<file path="config.mk">
export PLATFORM = sky130hd
export DESIGN_NAME = lje_front
export DESIGN_NICKNAME = d
export VERILOG_FILES = /design/src/rtl/core/lje_pkg.sv /design/src/rtl/core/lje_front.sv
export SDC_FILE = /design/constraint.sdc
export NUM_CORES = 1
export LEC_CHECK = 0
export ABC_CLOCK_PERIOD_IN_PS = 800
export BUFFER_PORTS_ARGS = -buffer_cell sky130_fd_sc_hd__buf_2
export CORE_ASPECT_RATIO = 1.75
export CORE_MARGIN = 4
export CORE_UTILIZATION = 36
export CTS_BUF_LIST = sky130_fd_sc_hd__clkbuf_16
export DETAILED_ROUTE_END_ITERATION = 6
export PLACE_DENSITY = 0.76
export SLEW_MARGIN = 20
export SYNTH_ARGS = -nofsm -noshare
export SYNTH_HDL_FRONTEND = slang
export SYNTH_SLANG_ARGS = --single-unit
</file>
<file path="constraint.sdc">
create_clock -name clk -period 0.8 [get_ports clk]
set_input_delay 0.08 -clock clk [delete_from_list [all_inputs] [get_ports clk]]
set_output_delay 0.08 -clock clk [all_outputs]
set_load 0.02 [all_outputs]
</file>
<file path="src/rtl/core/lje_pkg.sv">
// ----------------------------------------------------------------------------
// lje_pkg
// Shared types and constants for the Lennard-Jones pair energy unit.
// ----------------------------------------------------------------------------
package lje_pkg;

    localparam int DIST_W   = 24;
    localparam int SIGMA_W  = 24;
    localparam int EPS_W    = 32;
    localparam int ENERGY_W = 64;
    localparam int INDEX_W  = 8;

    localparam logic [INDEX_W-1:0] REG_WELL_DEPTH = 8'd0;
    localparam logic [INDEX_W-1:0] REG_SIGMA      = 8'd1;

    localparam logic [EPS_W-1:0]   WELL_DEPTH_RESET = 32'd44379897;
    localparam logic [SIGMA_W-1:0] SIGMA_RESET      = 24'd223150;

    localparam logic [ENERGY_W-1:0] ENERGY_MAX = 64'h7FFF_FFFF_FFFF_FFFF;
    localparam logic [ENERGY_W-1:0] ENERGY_MIN = 64'h8000_0000_0000_0000;

    // classification made at the front, carried alongside the data
    typedef struct packed {
        logic zero;     // distance is zero
        logic big;      // sigma/r >= 64, energy out of range
        logic eps_nz;   // well depth nonzero
    } lje_tag_t;

    typedef struct packed {
        logic [DIST_W-1:0] distance;
        lje_tag_t          tag;
    } lje_item_t;

endpackage

</file>
<file path="src/rtl/core/lje_front.sv">
// ----------------------------------------------------------------------------
// lje_front
// Accepts distances and classifies them before they enter the queue.
// ----------------------------------------------------------------------------
module lje_front
    import lje_pkg::*;
(
    input  logic               clk,
    input  logic               rst_n,
    input  logic               start,
    input  logic               queue_full,
    input  logic [DIST_W-1:0]  distance,
    input  logic [SIGMA_W-1:0] sigma,
    input  logic [EPS_W-1:0]   well_depth,
    output logic               push,
    output lje_item_t          item
);

    logic      push_reg;
    lje_item_t item_reg;
    lje_item_t item_next;
    logic      accept;

    assign accept = start && !queue_full;

    always_comb
    begin
        item_next.distance   = distance;
        item_next.tag.zero   = (distance == '0);
        // q >= 2^38 exactly when sigma >= 64*r
        item_next.tag.big    = ({6'd0, sigma} >= {distance, 6'd0});
        item_next.tag.eps_nz = (well_depth != '0);
    end

    always_ff @(posedge clk or negedge rst_n)
    begin
        if (!rst_n)
        begin
            push_reg <= 1'b0;
        end
        else
        begin
            push_reg <= accept;
        end
    end

    always_ff @(posedge clk)
    begin
        if (accept)
        begin
            item_reg <= item_next;
        end
    end

    assign push = push_reg;
    assign item = item_reg;

endmodule

</file>
==> out/metrics.csv <==
metric,value,unit
WL met2,2.69,mm
crit end category,flip-flop,
Clock Power Share,0.285,
WL met3,424,µm
first-pass GRT wire length,7.08,mm
synthesis-stage register bit count,28,
min-delay worst type,input pin to flip-flop,
DR WL/cell,15.1,µm
Leakage Power,1.23,nW
YS warnings,0,
Worst path slowest cell,or4_4,
top post-synthesis cells by area,"edfxtp_1 55%, ha_1 15%, nor4_1 5.5%, inv_1 4.8%, nand4_1 2.5%",
vias,1514,
"Slew Viols, Final",0,
Required @ worst endpoint,0.91,ns
Max-Cap Viols,0,
Mapped Cells,118,
sequential share of the synthesized area,0.567,
FP Rows,30,
initial antenna violation count,0,
failing checks,setup timing,
Setup Crit Path Kind,input pin to flip-flop,
CORE AREA,3900,µm²
hold depth,1,
Slew HR,0.764,
min Tclk post-route,1.04,ns
Max Fclk,960,MHz
Clock Path Buffers,2,
grt ovf,0,
Peak VDD IR,1.07,mV
share of cells above drive strength 1,0.682,
Layout Nets,361,
Critical Path Source Type,input pin,
Sw Share,0.250,
DRT iter0 DRCs,8,
Antenna diodes,0,
Internal Dissipation,2.93,mW
Die ar.,5220,µm²
I/O Buffers,111,
via-per-instance ratio,4.95,
Yosys cell types,26,
Syn-to-layout area delta,89.1,%
die width,56.4,µm
Sinks on Clock Net,28,
RePlAce Congestion,0.797,
max reg flops,27,
design area,2790,µm²
final hold violations,0,
Mapped Avg Cell Area,12.5,µm²
P_sw,0.978,mW
CTS tree,built,
Post-Syn Nets,220,
Total Power Consumption,3.91,mW
leading area contributor after synthesis,edfxtp_1,
initial core utilization,0.378,
Num CTS Buffers,3,
Max Used Layer,met4,
Power Dens Cells,1400,nW/µm²
sequential power share,0.446,
Root Driver,clkbuf_16,
fin worst setup slack,-0.242,ns
total wire length,4.63,mm
Worst Max-Slew Pin Slew,0.351,ns
DR pass1 iterations,4,
# H-tree levels,1,
pin count of the biggest net entering global routing,19,
Post-DP Area,2370,µm²
Synth top area share,0.550,
Final ANT Viol Nets,0,
critical-path cell list,"buf_6, or4_4, nor4_4, a22oi_2, o211ai_2",
IO Pins,112,
dpl hpwl,3.85,mm
vias in the first global route,1666,
crit path DAT,1.15,ns
peak per-stage delay on the critical path,0.58,ns
CTS clock-pin slew for the worst setup and hold paths,0.06,ns
setup repair after global routing missed its margin,true,
Global Route Usage Sum,0.177,
M1 wire length,1.37,mm
status,finished with violations,
Tcrit/Tclk final,1.30,
drt drc,0,
Setup-failing EPs final,30,
die height,92.6,µm
pre-CTS setup slack,-0.594,ns
synthesized area,1470,µm²
Critical Path Fanout Max,3,
part of the power in combinational logic,0.269,
Final Core Density,0.714,
==> cell type report <==
cell class              count  area, µm²
clock inverters             1       3.75
fillers                   310       1120
well taps                  48       60.1
clock buffers               3       75.1
flip-flops and latches     28        836
repair buffers            136        923
multi-input cells          71        818
inverters                  19       71.3
==> logic make-up after synthesis <==
kind of cell             share of synthesized area
AND/OR/NAND/NOR                              0.164
flip-flops                                   0.567
buffers and inverters                       0.0484
adder cells (fa/ha/maj)                      0.153
AO/OA/AOI/OAI                               0.0679
==> synth_stat cells <==
cell,instances
dfrtp_1,1
nand2_1,3
o211ai_1,1
nor2_1,3
inv_1,19
or2_1,1
nor4_1,13
ha_1,18
o211ai_2,1
nor2b_1,1
nand4_1,6
nand2_8,1
or4_4,1
a211oi_1,1
or2_2,1
nor4_2,1
nand3_1,2
a22oi_1,1
o21ai_0,4
nor3_1,1
o31ai_1,2
nand2b_1,1
a21oi_1,6
or4_1,1
and4_1,1
edfxtp_1,27
==> routing by layer <==
layer	global-route usage	vias up
met3	0.0446	10
met1	0.150	697
met2	0.367	74
met4	0.0693	0
li1	-	733
met5	0	-
==> critical path: cells and delay by family <==
| kind | cells | cell delay (ns) |
|---|---|---|
| AOI/OAI and AO/OA | 2 | 0.16 |
| buffers and inverters | 1 | 0.09 |
| and+or+nand+nor | 2 | 0.82 |
==> final timing paths <==
path,startpoint,to
max,distance[18],item[1]
max in group asynchronous,rst_n,push
min,distance[23],item[26]
min in group asynchronous,rst_n,push
==> what timing repair did <==
item,4_1_cts,5_1_grt
setup buffers,2,0
hold endpoints to repair,2,0
resized for setup,41,22
pin swaps,17,11
hold buffers,2,0
endpoints found under the setup margin,31,31
==> through the flow <==
stage / hold WS (ns) / TNS (ns) / cells
after floorplan: -0.216 / -4.46 / 118
after global placement: -0.145 / -2.06 / 298
after detailed placement: -0.144 / -2.27 / 298
after CTS: 0.00695 / -2.31 / 306
after global routing: 0.0109 / -3.03 / 306
final: 0.0109 / -2.10 / 306
==> placed cells by master, fill, tap and decap left out, types with 3 or more instances in the layout <==
cell type	count
inv_1	12
ha_4	9
buf_4	21
o21ai_1	3
edfxtp_1	27
clkbuf_16	3
nand4_1	6
nand2_1	3
nor4_2	6
inv_2	7
nor4_1	4
buf_2	87
a21oi_1	4
buf_6	24
ha_1	9
nor4_4	4
==> power groups by stage <==
stage,combinational (mW),clock [mW],sequential (mW)
final,1.05,1.11,1.74
after global routing,1.14,1.18,1.75
after CTS,0.998,1.13,1.74
after detailed placement,0.865,0,1.76
after global placement,0.840,0,1.76
after floorplan,0.244,0,1.89
(Power assumes the default switching activity.)
