===== config.mk =====
export PLATFORM = sky130hd
export DESIGN_NAME = lje_queue
export DESIGN_NICKNAME = d
export VERILOG_FILES = /design/src/rtl/core/lje_pkg.sv /design/src/rtl/core/lje_queue.sv
export SDC_FILE = /design/constraint.sdc
export NUM_CORES = 1
export LEC_CHECK = 0
export BUFFER_PORTS_ARGS = -buffer_cell sky130_fd_sc_hd__buf_4
export CORE_MARGIN = 4
export CORE_UTILIZATION = 49
export CTS_CLUSTER_DIAMETER = 200
export DETAILED_ROUTE_END_ITERATION = 10
export GPL_TIMING_DRIVEN = 0
export HOLD_SLACK_MARGIN = 0.12
export PLACE_DENSITY = 0.73
export SLEW_MARGIN = 25
export SYNTH_ARGS = -nofsm -noshare
export SYNTH_HDL_FRONTEND = slang
export SYNTH_SLANG_ARGS = --single-unit

===== constraint.sdc =====
create_clock -name clk -period 2.2 [get_ports clk]
set_input_delay 0.11 -clock clk [delete_from_list [all_inputs] [get_ports clk]]
set_output_delay 0.11 -clock clk [all_outputs]
set_load 0.03 [all_outputs]

===== src/rtl/core/lje_pkg.sv =====
// ----------------------------------------------------------------------------
// lje_pkg
// Shared types and constants for the Lennard-Jones pair energy unit.
// ----------------------------------------------------------------------------
package lje_pkg;

    localparam int DIST_W   = 24;
    localparam int SIGMA_W  = 24;
    localparam int EPS_W    = 32;
    localparam int ENERGY_W = 64;
    localparam int INDEX_W  = 8;

    localparam logic [INDEX_W-1:0] REG_WELL_DEPTH = 8'd0;
    localparam logic [INDEX_W-1:0] REG_SIGMA      = 8'd1;

    localparam logic [EPS_W-1:0]   WELL_DEPTH_RESET = 32'd44379897;
    localparam logic [SIGMA_W-1:0] SIGMA_RESET      = 24'd223150;

    localparam logic [ENERGY_W-1:0] ENERGY_MAX = 64'h7FFF_FFFF_FFFF_FFFF;
    localparam logic [ENERGY_W-1:0] ENERGY_MIN = 64'h8000_0000_0000_0000;

    // classification made at the front, carried alongside the data
    typedef struct packed {
        logic zero;     // distance is zero
        logic big;      // sigma/r >= 64, energy out of range
        logic eps_nz;   // well depth nonzero
    } lje_tag_t;

    typedef struct packed {
        logic [DIST_W-1:0] distance;
        lje_tag_t          tag;
    } lje_item_t;

endpackage


===== src/rtl/core/lje_queue.sv =====
// ----------------------------------------------------------------------------
// lje_queue
// Two-entry queue between front and back; the back drains it every cycle.
// ----------------------------------------------------------------------------
module lje_queue
    import lje_pkg::*;
(
    input  logic      clk,
    input  logic      rst_n,
    input  logic      push,
    input  lje_item_t push_item,
    output logic      full,
    output logic      pop_valid,
    output lje_item_t pop_item
);

    lje_item_t  mem [2];
    logic       wr_ptr_reg;
    logic       rd_ptr_reg;
    logic [1:0] count_reg;
    logic [1:0] count_next;
    logic       pop;
    logic       pop_valid_reg;
    lje_item_t  pop_item_reg;

    assign pop  = (count_reg != 2'd0);
    assign full = (count_reg == 2'd2);

    always_comb
    begin
        count_next = count_reg;
        if (push && !pop)
        begin
            count_next = count_reg + 2'd1;
        end
        else if (pop && !push)
        begin
            count_next = count_reg - 2'd1;
        end
    end

    always_ff @(posedge clk or negedge rst_n)
    begin
        if (!rst_n)
        begin
            wr_ptr_reg    <= 1'b0;
            rd_ptr_reg    <= 1'b0;
            count_reg     <= 2'd0;
            pop_valid_reg <= 1'b0;
        end
        else
        begin
            if (push)
            begin
                wr_ptr_reg <= !wr_ptr_reg;
            end
            if (pop)
            begin
                rd_ptr_reg <= !rd_ptr_reg;
            end
            count_reg     <= count_next;
            pop_valid_reg <= pop;
        end
    end

    always_ff @(posedge clk)
    begin
        if (push)
        begin
            mem[wr_ptr_reg] <= push_item;
        end
        if (pop)
        begin
            pop_item_reg <= mem[rd_ptr_reg];
        end
    end

    assign pop_valid = pop_valid_reg;
    assign pop_item  = pop_item_reg;

endmodule


==> impl_metrics.toml <==
[global_routing]
track_usage = 0.1449
grt_max_degree = 29
grt_pass1_vias = 1613
grt_pass1_wl_um = 7983
antenna_found_initial = 0
grt.overflow.total = 0

[logic_synthesis]
synth.top_cells.by_count = "edfxtp_1 (81), mux2_4 (19), mux2_2 (8)"
synth_seq_area_share = 0.8329
synth_edf_count = 81
synth_top_area_frac = 0.7922
syn_area_per_cell_sq_um = 23.99
synthesis.nets = 159
synthFlopType = "edfxtp_1"
ys_warn_count = 0
async_flop_share = 0.05814
ys_ff_latch = 86
synth_cells = 128
synthTopCellsByArea = "edfxtp_1 (79%), mux2_4 (9.3%), dfrtp_1 (4.1%)"
syn-cell-area_sq_um = 3070
synth_most_common_cell = "edfxtp_1"
ys_types = 13
yosys.area.top_type = "edfxtp_1"

[sta]
clock_skew_ns = 0.006114
tightest_slew_ns = 0.6856
setup_violations = 0
slew_violations = 0
max_freq_mhz = 696.1
rsz0062_at_grt = "false"
hold_viol_final = 0
max-slew-margin-rel = 0.5429
fin_crit_sh = 0.6529
finalCriticalPeriod_ns = 1.436

[placed_design]
gp_congestion = 0.6816
io_buffers = 58
dpl.hpwl_um = 3137
dpl_cell_area_sq_um = 3636

[floorplanning]
io_pins = 59
row_count = 28
initial_utilization = 0.5125
coreArea_sq_um = 5991
fp.dieW_um = 87.16
die_area_sq_um = 7597
die_y_um = 87.16

[cts]
clkLatencyLatePin_ns = 0.33
numCtsBuffers = 9
cts-root-buf = "clkbuf_8"
path_clk_slew_ns = 0.08
cts_sinks = 86
cts_tree = "done"
clockBufferDepth = 2
post_cts_buffers = 0
ctsHtreeMaxLevel = 3
cts-resized-gates = 0

[layout]
largest_reg_flops = 54
design_area_sq_um = 4139
drive_gt1_frac = 0.4483
layout.nets = 259
final_util = 0.6909
synthToLayoutAreaGrowth_pct = 34.80
antenna_cells = 0

[setup_path]
crit_required_ns = 2.42
startpoint_type = "register"
path_class = "reg -> reg"
crit_fanout = 4
worst_setup_path_end_kind = "register"
cp.arrival_ns = 1.65

[power]
p_leak_nw = 1.610
powerDensity_nw_per_um2 = 1409
peakVddDrop_mv = 1.030

[worst_hold_path]
hold_path_class = "in -> reg"

[run]
maxCapViolCount = 0

[routing]
via_count = 1438
dr.pass1.iters = 4
route.detailed.drc = 0
viasPerCell = 4.684
ant_nets = 0
wl_um = 5044
wire_per_inst_um = 16.43
drt_iter0_markers = 53

[status]
status = "finished clean"
[metal layers]
layer	routed length, um	up-vias	GRT usage
li1	-	696	-
met1	1953	690	0.1620
met2	2787	44	0.2581
met3	249	8	0.03406
met4	53	0	0.07113
met5	0	-	0
[final cells by class]
cell class | count | area (sq um)
clock buffers | 10 | 127.6
clock inverters | 5 | 75.07
plain buffers | 3 | 51.30
flip-flops and latches | 86 | 2557
well taps | 75 | 93.84
repair buffers | 89 | 763.2
inverters | 1 | 3.754
fillers | 393 | 1852
multi-input cells | 38 | 466.7
[where the power goes]
group / internal (mW) / switching, mW
combinational: 0.901 / 1.17
clock: 0.626 / 0.500
sequential: 2.46 / 0.169
total: 3.99 / 1.84
[repair_timing]
action | CTS | global route
hold endpoints to repair | 60 | 0
hold buffers | 30 | 0
setup endpoints to repair | 0 | 0
[through the flow]
stage | instances | setup TNS [ns] | setup WS (ns) | total power, mW | hold WS, ns
final | 307 | 0 | 0.7635 | 5.830 | 0.5036
after global routing | 307 | 0 | 0.6360 | 6.088 | 0.4895
after CTS | 307 | 0 | 0.7362 | 5.892 | 0.4861
after detailed placement | 262 | 0 | 0.7382 | 4.734 | -0.08503
after global placement | 261 | -12.88 | -0.4786 | 4.618 | -0.09065
after floorplan | 128 | 0 | 0.1638 | 4.003 | -0.1856
[path summary, 6_finish.rpt]
kind / depth (start not counted) / endpoint / slack (ns) / start
min reg2reg: 1 / count_reg[1]$_DFFE_PN0P_ / 0.52 / count_reg[1]$_DFFE_PN0P_
min: 2 / mem[1][1]$_DFFE_PP_ / 0.50 / push_item[1]
max: 5 / count_reg[1]$_DFFE_PN0P_ / 0.76 / count_reg[0]$_DFFE_PN0P_
min in group asynchronous: 3 / count_reg[1]$_DFFE_PN0P_ / 0.69 / rst_n
max reg2reg: 5 / count_reg[1]$_DFFE_PN0P_ / 0.76 / count_reg[0]$_DFFE_PN0P_
max in group asynchronous: 3 / rd_ptr_reg$_DFFE_PN0P_ / 1.32 / rst_n
[critical path, stage by stage, from the launching register on]
cell,delay (ns)
dfrtp_1,0.43
nor2_1,0.28
ha_1,0.24
xor2_1,0.16
nor2_1,0.08
xor2_1,0.14
[cell families after synthesis]
group,count (synthesis),share of synthesized area
flops,86,0.8329
mux,27,0.1222
xor+xnor,5,0.01427
simple gates,5,0.008559
buf+inv,4,0.01793
fa+ha+maj,1,0.004074
[cells in the final DEF (no fill, tap or decap), drive strengths merged]
master and n:
and2 1, buf 62, bufinv 2, clkbuf 10, clkinv 2, clkinvlp 1
dfrtp 5, dlygate4sd3 30, edfxtp 81, ha 1, inv 1, mux2 27
nor2 2, nor2b 2, xnor2 2, xor2 3
No activity file was read; power rests on OpenSTA's default activity.
